--- src/hdl/bal_pkg.sv ---
package bal_pkg;

	localparam int BAL_DEPTH      = 16;
	localparam int BAL_DATA_WIDTH = 32;
	localparam int BAL_LIMIT_W    = 5;
	localparam int BAL_POS_W      = 5;
	localparam int BAL_VALUE_W    = 32;
	localparam logic [BAL_LIMIT_W-1:0] BAL_LIMIT_RESET = 5'd16;

	typedef enum logic [2:0] {
		OP_PUSH_FRONT = 3'd0,
		OP_PUSH_BACK  = 3'd1,
		OP_POP_BACK   = 3'd2,
		OP_POP_FRONT  = 3'd3,
		OP_INSERT_AT  = 3'd4,
		OP_READ_LAST  = 3'd5,
		OP_SEARCH     = 3'd6
	} bal_op_t;

	typedef enum logic [1:0] {
		ST_IDLE,
		ST_REDUCE,
		ST_OUT
	} bal_state_t;

	// broadcast command to every cell
	typedef struct packed {
		logic ins;   // open a gap at 'at', shift up
		logic del;   // drop cell 0, shift down
		logic srch;  // compare against word
		logic pick;  // flag the last held cell
	} bal_cmd_t;

endpackage

--- src/hdl/bal_cell.sv ---
module bal_cell #(
	parameter int DATA_WIDTH = bal_pkg::BAL_DATA_WIDTH,
	parameter int CW         = 5,
	parameter int IDX        = 0
) (
	input  logic                  clk,
	input  logic                  arst_n,
	input  bal_pkg::bal_cmd_t     cmd,
	input  logic [CW-1:0]         at,
	input  logic [CW-1:0]         cnt,
	input  logic [DATA_WIDTH-1:0] word_in,
	input  logic [DATA_WIDTH-1:0] left,
	input  logic [DATA_WIDTH-1:0] right,
	output logic [DATA_WIDTH-1:0] word_q,
	output logic                  hit_s1,
	output logic                  pick_s1
);

	localparam logic [CW-1:0] IDX_C  = CW'(IDX);
	localparam logic [CW-1:0] IDX1_C = CW'(IDX + 1);

	logic [DATA_WIDTH-1:0] word_d;

	always_comb begin
		word_d = word_q;
		if (cmd.ins) begin
			if (IDX_C == at)
				word_d = word_in;
			else if (IDX_C > at && IDX_C <= cnt)
				word_d = left;
		end else if (cmd.del) begin
			if (IDX1_C < cnt)
				word_d = right;
		end
	end

	always_ff @(posedge clk) begin
		word_q <= word_d;
	end

	always_ff @(posedge clk or negedge arst_n) begin
		if (!arst_n) begin
			hit_s1  <= 1'b0;
			pick_s1 <= 1'b0;
		end else begin
			hit_s1  <= cmd.srch && (IDX_C < cnt) && (word_q == word_in);
			pick_s1 <= cmd.pick && (IDX1_C == cnt);
		end
	end

endmodule

--- src/hdl/bal_reduce.sv ---
module bal_reduce #(
	parameter int DATA_WIDTH = bal_pkg::BAL_DATA_WIDTH,
	parameter int DEPTH      = bal_pkg::BAL_DEPTH
) (
	input  logic [DATA_WIDTH-1:0] words [DEPTH],
	input  logic [DEPTH-1:0]      hit,
	input  logic [DEPTH-1:0]      pick,
	output logic                  any_hit,
	output logic [DATA_WIDTH-1:0] pick_word
);

	always_comb begin
		pick_word = '0;
		for (int i = 0; i < DEPTH; i++) begin
			pick_word = pick_word | (words[i] & {DATA_WIDTH{pick[i]}});
		end
	end

	assign any_hit = |hit;

endmodule

--- src/hdl/bounded_array_list.sv ---
// Sequencing: the input transaction updates the cells, ST_REDUCE registers the reduced
// result, then ST_OUT holds m_tvalid until m_tready. No new transaction is taken before
// then; the accept/reduce/output sequencer holds one operation at a time.
// Reset: entry count cleared, size limit set to 16, cell contents undefined
// until written; no clearing pass.
module bounded_array_list #(
	parameter int DEPTH      = bal_pkg::BAL_DEPTH,
	parameter int DATA_WIDTH = bal_pkg::BAL_DATA_WIDTH
) (
	input  logic        clk,
	input  logic        arst_n,
	input  logic        s_tvalid,
	output logic        s_tready,
	input  logic [39:0] s_tdata,   // position[4:0], value[36:5], zero pad
	input  logic [2:0]  s_tuser,   // opcode[2:0]
	output logic        m_tvalid,
	input  logic        m_tready,
	output logic [47:0] m_tdata,   // accepted[0], data_out[32:1], found[33],
	                               // count[38:34], is_empty[39], is_full[40], zero pad
	input  logic        cfg_valid,
	output logic        cfg_ready,
	input  logic [4:0]  cfg_data   // size_limit
);

	localparam int CW = $clog2(DEPTH + 1);
	localparam int LW = (CW > bal_pkg::BAL_LIMIT_W) ? CW : bal_pkg::BAL_LIMIT_W;

	bal_pkg::bal_state_t state_q, state_d;
	bal_pkg::bal_cmd_t   cmd;

	logic [bal_pkg::BAL_LIMIT_W-1:0] limit_q;
	logic [CW-1:0]                   count_q, count_d;
	logic [CW-1:0]                   at;
	logic                            acc_s1;
	logic [47:0]                     m_tdata_q;

	logic                   take, load_out;
	logic                   ok, dec;
	logic [LW-1:0]          cnt_ext, lim_ext, lim, pos_ext;
	logic                   full;
	logic [63:0]            val_ext;
	logic [DATA_WIDTH-1:0]  word_in;
	logic [DATA_WIDTH-1:0]  words [DEPTH];
	logic [DEPTH-1:0]       hit_v, pick_v;
	logic                   any_hit;
	logic [DATA_WIDTH-1:0]  pick_word;
	logic [63:0]            pick_ext;
	bal_pkg::bal_op_t       op;

	assign cfg_ready = 1'b1;
	assign take      = s_tvalid && s_tready;
	assign op        = bal_pkg::bal_op_t'(s_tuser);

	assign val_ext = {32'b0, s_tdata[36:5]};
	assign word_in = val_ext[DATA_WIDTH-1:0];

	assign cnt_ext = LW'(count_q);
	assign lim_ext = LW'(limit_q);
	assign lim     = (lim_ext > LW'(DEPTH)) ? LW'(DEPTH) : lim_ext;
	assign full    = cnt_ext >= lim;
	assign pos_ext = LW'(s_tdata[4:0]);

	always_comb begin
		cmd = '0;
		ok  = 1'b0;
		dec = 1'b0;
		at  = '0;
		case (op)
			bal_pkg::OP_PUSH_FRONT: begin
				ok = !full;
			end
			bal_pkg::OP_PUSH_BACK: begin
				ok = !full;
				at = count_q;
			end
			bal_pkg::OP_POP_BACK: begin
				ok       = count_q != '0;
				dec      = ok;
				cmd.pick = ok && take;
			end
			bal_pkg::OP_POP_FRONT: begin
				ok      = count_q != '0;
				dec     = ok;
				cmd.del = ok && take;
			end
			bal_pkg::OP_INSERT_AT: begin
				ok = !full && (pos_ext <= cnt_ext);
				at = pos_ext[CW-1:0];
			end
			bal_pkg::OP_READ_LAST: begin
				ok       = count_q != '0;
				cmd.pick = ok && take;
			end
			bal_pkg::OP_SEARCH: begin
				ok       = 1'b1;
				cmd.srch = take;
			end
			default: begin
				ok = 1'b0;
			end
		endcase
		if (op == bal_pkg::OP_PUSH_FRONT || op == bal_pkg::OP_PUSH_BACK ||
		    op == bal_pkg::OP_INSERT_AT)
			cmd.ins = ok && take;
	end

	always_comb begin
		count_d = count_q;
		if (cmd.ins)
			count_d = count_q + CW'(1);
		else if (take && dec)
			count_d = count_q - CW'(1);
	end

	for (genvar i = 0; i < DEPTH; i++) begin : g_cell
		logic [DATA_WIDTH-1:0] left, right;
		if (i == 0) begin : g_first
			assign left = '0;
		end else begin : g_mid_l
			assign left = words[i-1];
		end
		if (i == DEPTH - 1) begin : g_last
			assign right = '0;
		end else begin : g_mid_r
			assign right = words[i+1];
		end
		bal_cell #(
			.DATA_WIDTH(DATA_WIDTH),
			.CW        (CW),
			.IDX       (i)
		) u_cell (
			.clk    (clk),
			.arst_n (arst_n),
			.cmd    (cmd),
			.at     (at),
			.cnt    (count_q),
			.word_in(word_in),
			.left   (left),
			.right  (right),
			.word_q (words[i]),
			.hit_s1 (hit_v[i]),
			.pick_s1(pick_v[i])
		);
	end

	bal_reduce #(
		.DATA_WIDTH(DATA_WIDTH),
		.DEPTH     (DEPTH)
	) u_reduce (
		.words    (words),
		.hit      (hit_v),
		.pick     (pick_v),
		.any_hit  (any_hit),
		.pick_word(pick_word)
	);

	assign pick_ext = 64'(pick_word);

	always_comb begin
		state_d = state_q;
		case (state_q)
			bal_pkg::ST_IDLE:   if (s_tvalid) state_d = bal_pkg::ST_REDUCE;
			bal_pkg::ST_REDUCE: state_d = bal_pkg::ST_OUT;
			bal_pkg::ST_OUT:    if (m_tready) state_d = bal_pkg::ST_IDLE;
			default:            state_d = bal_pkg::ST_IDLE;
		endcase
	end

	always_comb begin
		s_tready = 1'b0;
		m_tvalid = 1'b0;
		load_out = 1'b0;
		case (state_q)
			bal_pkg::ST_IDLE:   s_tready = 1'b1;
			bal_pkg::ST_REDUCE: load_out = 1'b1;
			bal_pkg::ST_OUT:    m_tvalid = 1'b1;
			default:            s_tready = 1'b0;
		endcase
	end

	always_ff @(posedge clk or negedge arst_n) begin
		if (!arst_n) begin
			state_q <= bal_pkg::ST_IDLE;
			count_q <= '0;
			limit_q <= bal_pkg::BAL_LIMIT_RESET;
			acc_s1  <= 1'b0;
		end else begin
			state_q <= state_d;
			count_q <= count_d;
			if (cfg_valid && cfg_ready)
				limit_q <= cfg_data;
			if (take)
				acc_s1 <= ok;
		end
	end

	always_ff @(posedge clk) begin
		if (load_out)
			m_tdata_q <= {7'b0, full, count_q == '0, cnt_ext[4:0], any_hit,
			              pick_ext[31:0], acc_s1};
	end

	assign m_tdata = m_tdata_q;

	a_count_bound: assert property (@(posedge clk) disable iff (!arst_n)
		count_q <= CW'(DEPTH))
		else $error("entry count beyond depth");

	a_one_at_a_time: assert property (@(posedge clk) disable iff (!arst_n)
		!(s_tready && m_tvalid))
		else $error("input taken while a result is pending");

	a_insert_grows: assert property (@(posedge clk) disable iff (!arst_n)
		cmd.ins |=> count_q == $past(count_q) + CW'(1))
		else $error("insert did not grow the count");

	a_shift_nonempty: assert property (@(posedge clk) disable iff (!arst_n)
		(cmd.del || cmd.pick) |-> count_q != '0)
		else $error("removal on empty list");

	a_pick_single: assert property (@(posedge clk) disable iff (!arst_n)
		$onehot0(pick_v))
		else $error("more than one cell picked");

endmodule
--- config.mk ---
export PLATFORM = sky130hd
export DESIGN_NAME = bounded_array_list
export DESIGN_NICKNAME = d
export VERILOG_FILES = /design/src/hdl/bal_pkg.sv /design/src/hdl/bal_cell.sv /design/src/hdl/bal_reduce.sv /design/src/hdl/bounded_array_list.sv
export SDC_FILE = /design/constraint.sdc
export NUM_CORES = 2
export LEC_CHECK = 0
export BUFFER_PORTS_ARGS = -buffer_cell sky130_fd_sc_hd__buf_2
export CORE_MARGIN = 2
export CORE_UTILIZATION = 45
export DETAILED_ROUTE_END_ITERATION = 16
export PLACE_DENSITY = 0.69
export SLEW_MARGIN = 20
export SYNTH_ARGS = -nofsm -noshare
export SYNTH_HDL_FRONTEND = slang
export SYNTH_SLANG_ARGS = --single-unit
--- constraint.sdc ---
create_clock -name clk -period 10.3 [get_ports clk]
set_clock_uncertainty 0.15 [all_clocks]
set_input_delay 0 -clock clk [delete_from_list [all_inputs] [get_ports clk]]
set_output_delay 0 -clock clk [all_outputs]
set_load 0.01 [all_outputs]
==> flow_summary.ini <==
[cts]
clkSinkCount = 598
post_cts_buffers = 0
root_buffer = clkbuf_16
tritoncts = yes
h-tree-depth = 3
numCtsBuffers = 71
clk_pin_slew_ns = 0.06
ctsResizeCount = 0
clkLatencyLatePin_ns = 0.66
cts_buffer_depth = 3

[setup_path]
worstPathRequired_ns = 10.42
rrSetupSlack_ns = 4.68
crit_buf_inv = 3
slowest_delay_ns = 0.87
critical_path.cell_chain = inv_1 > ha_1 > nand4_1 > o31a_1 > o22ai_1 > nand3_4 > buf_12 > o22ai_4 > buf_4
end_kind = flop
slowest_stage = dfrtp_1
worstPathMaxFanout = 244
cp-start-kind = flop
critPathKind = flop to flop
cpLargestDelayFamily = buffers and inverters
crit_arrival_ns = 5.74

[sta]
hold_viol = 0
finalCritPeriodShare_pct = 54.57
finalSetupTns_ns = 0
worstMarginPinSlew_ns = 1.270
max-slew-margin-rel_pct = 14.52
rsz0062_at_grt = false
slew_viol_final = 0
fmax_mhz = 177.9
setup_violations = 0
min_period_ns = 5.620

[layout]
final_area_um2 = 42200
drive_gt1_share_pct = 8.889
final_common_cell = nand2_1
fin_nets = 3717
final_cell_mix = nand2_1, edfxtp_1, mux2i_1
syn2layout_area_growth_pct = 9.988
final_cells = 4858

[logic_synthesis]
yosysSeqAreaShare_pct = 46.22
yosysWarnings = 0
synth_enable_flop_cells = 553
ys_ff_latch = 598
ys_types = 60
yosysTopAreaCellShare_pct = 43.28
ys_async_sr_fraction_pct = 7.525
synth_ff_type = edfxtp_1
synth_area_leaders = edfxtp_1, mux2i_1, xnor2_1, nand2_1, xor2_1
synthCells = 3727
netlist_area_um2 = 38370
avgSynthCellArea_um2 = 10.29
yosysTopAreaCell = edfxtp_1

[floorplan]
io_pins = 104
core_region_area_um2 = 84880
die_area_um2 = 87620
num_rows = 107
die_w_um = 296
initial_core_util_pct = 45.20
die_h_um = 296

[grt]
overflow = 0
antenna_found_initial = 33
track_usage_pct = 40.48
grt_pass1_wl_um = 244300
grt_pass1_vias = 29640
grt_start_max_net_pins = 281

[drt]
dr.pass1.iters = 10
detail_route.wirelength_um = 180500
postRouteAntennaNets = 0
routed_via_density = 6.922
drc = 0
drtIter0Drc = 6497
wl_per_cell_um = 37.16
vias = 33630

[place]
dp_hpwl_um = 114700
place_congestion = 1.186
place_area_um2 = 39290
dp_cells = 4663
io_buffers = 92

[run]
max_cap_violations = 0

[power_and_ir_drop]
p_leak_nw = 16.19
vdd.ir_drop.worst_uv = 114.2
powerDensity_nw_per_um2 = 190.4

[min_path]
hp-class = input port to flop

[status]
outcome = complete, no violations
==> state kept, by name, indices dropped and copies added (netlist names) <==
signal	count
m_tdata	41
lim_ext	5
g_cell.u_cell.pick_s1	16
acc_s1	1
state_q	2
g_cell.u_cell.word_q	512
g_cell.u_cell.hit_s1	16
cnt_ext	5
==> path summary, 6_finish.rpt <==
kind	start	to	depth (start not counted)
setup / recovery	cnt_ext[4]	g_cell[6].u_cell.word_q[14]	9
hold / removal	cfg_valid	lim_ext[4]	3
setup reg to reg	cnt_ext[4]	g_cell[6].u_cell.word_q[14]	9
hold reg to reg	acc_s1	m_tdata[0]	0
max in group asynchronous	arst_n	g_cell[11].u_cell.pick_s1	4
min in group asynchronous	arst_n	lim_ext[3]	4
==> layer usage <==
| layer | global-route usage [%] | vias up | part of all wire (%) |
|---|---|---|---|
| met5 | 0.4435 | - | 0.16 |
| met4 | 22.81 | 42 | 8.4 |
| met3 | 19.19 | 880 | 17 |
| met2 | 56.81 | 3230 | 40 |
| met1 | 50.86 | 15930 | 35 |
| li1 | - | 13550 | - |
==> per-stage QoR <==
| step | setup slack, ns | hold slack [ns] | util, % | total power, mW |
|---|---|---|---|---|
| floorplan | 4.841 | -0.4456 | - | 4.436 |
| global placement | 4.880 | -0.01565 | 46.24 | 5.280 |
| detailed placement | 4.824 | -0.006952 | 46.28 | 5.320 |
| CTS | 4.803 | 0.01272 | 49.60 | 7.857 |
| global route | 4.576 | 0.06005 | 49.68 | 8.175 |
| finish | 4.680 | 0.03702 | 49.72 | 8.035 |
==> where the power goes <==
part / total [mW] / leakage [nW] / internal [mW] / switching [mW]
Combinational: 2.04 / 9.45 / 0.558 / 1.48
Sequential: 3.42 / 5.62 / 3.08 / 0.343
Clock: 2.57 / 1.12 / 1.47 / 1.10
==> Yosys cell counts, types with 3 or more instances <==
cell and number:
nand2_1 604, edfxtp_1 553, mux2i_1 449, xnor2_1 295
o21ai_0 277, xor2_1 221, clkbuf_1 216, o21ai_1 184
a221oi_1 128, a22o_1 128, nand4_1 124, nor4_1 84
buf_2 77, dfrtp_1 44, a21oi_1 43, nand3_1 43
buf_4 36, nor2_1 28, buf_6 20, buf_1 17
inv_1 16, nor3_1 16, ha_1 15, o22ai_1 14
nand3b_1 11, a21o_1 9, a21oi_2 7, nor2b_1 7
a31oi_1 5, mux2_2 4, or3_1 4, and3_1 3
buf_12 3, nor2_4 3, o31a_1 3, or2_1 3
==> worst register-to-register path, cell delays in order (launching register included) <==
cell and delay (ns):
dfrtp_1 0.87, inv_1 0.30, ha_1 0.39, nand4_1 0.13, o31a_1 0.25, o22ai_1 0.32
nand3_4 0.65, buf_12 0.62, o22ai_4 0.89, buf_4 0.66
==> what timing repair did <==
| item | 4_1_cts | 5_1_grt |
|---|---|---|
| hold endpoints to repair | 150 | 0 |
| setup endpoints to repair | 0 | 0 |
| hold buffers | 55 | 0 |
==> layout make-up <==
type,instances,area (um2)
Antenna cell,13,32.53
Tap cell,1144,1431
Multi-Input combinational cell,2750,19090
Timing Repair Buffer,212,1568
Sequential cell,598,17750
Inverter,16,60.06
Clock inverter,34,297.8
Fill cell,7695,42680
Clock buffer,91,1968
==> cell families (layout without fill, tap and decap cells) <==
kind of cell / count (synthesis) / count (layout) / synth area share, %
AO/OA/AOI/OAI: 813 / 813 / 13.45
XOR/XNOR: 516 / 516 / 11.78
adder cells (fa/ha/maj): 15 / 15 / 0.4891
buffers and inverters: 385 / 353 / 4.888
flip-flops: 598 / 598 / 46.22
multiplexers: 453 / 453 / 11.83
other: 2 / 21 / 0.01957
AND/OR/NAND/NOR: 945 / 945 / 11.33
No activity file was read; power rests on OpenSTA's default activity.
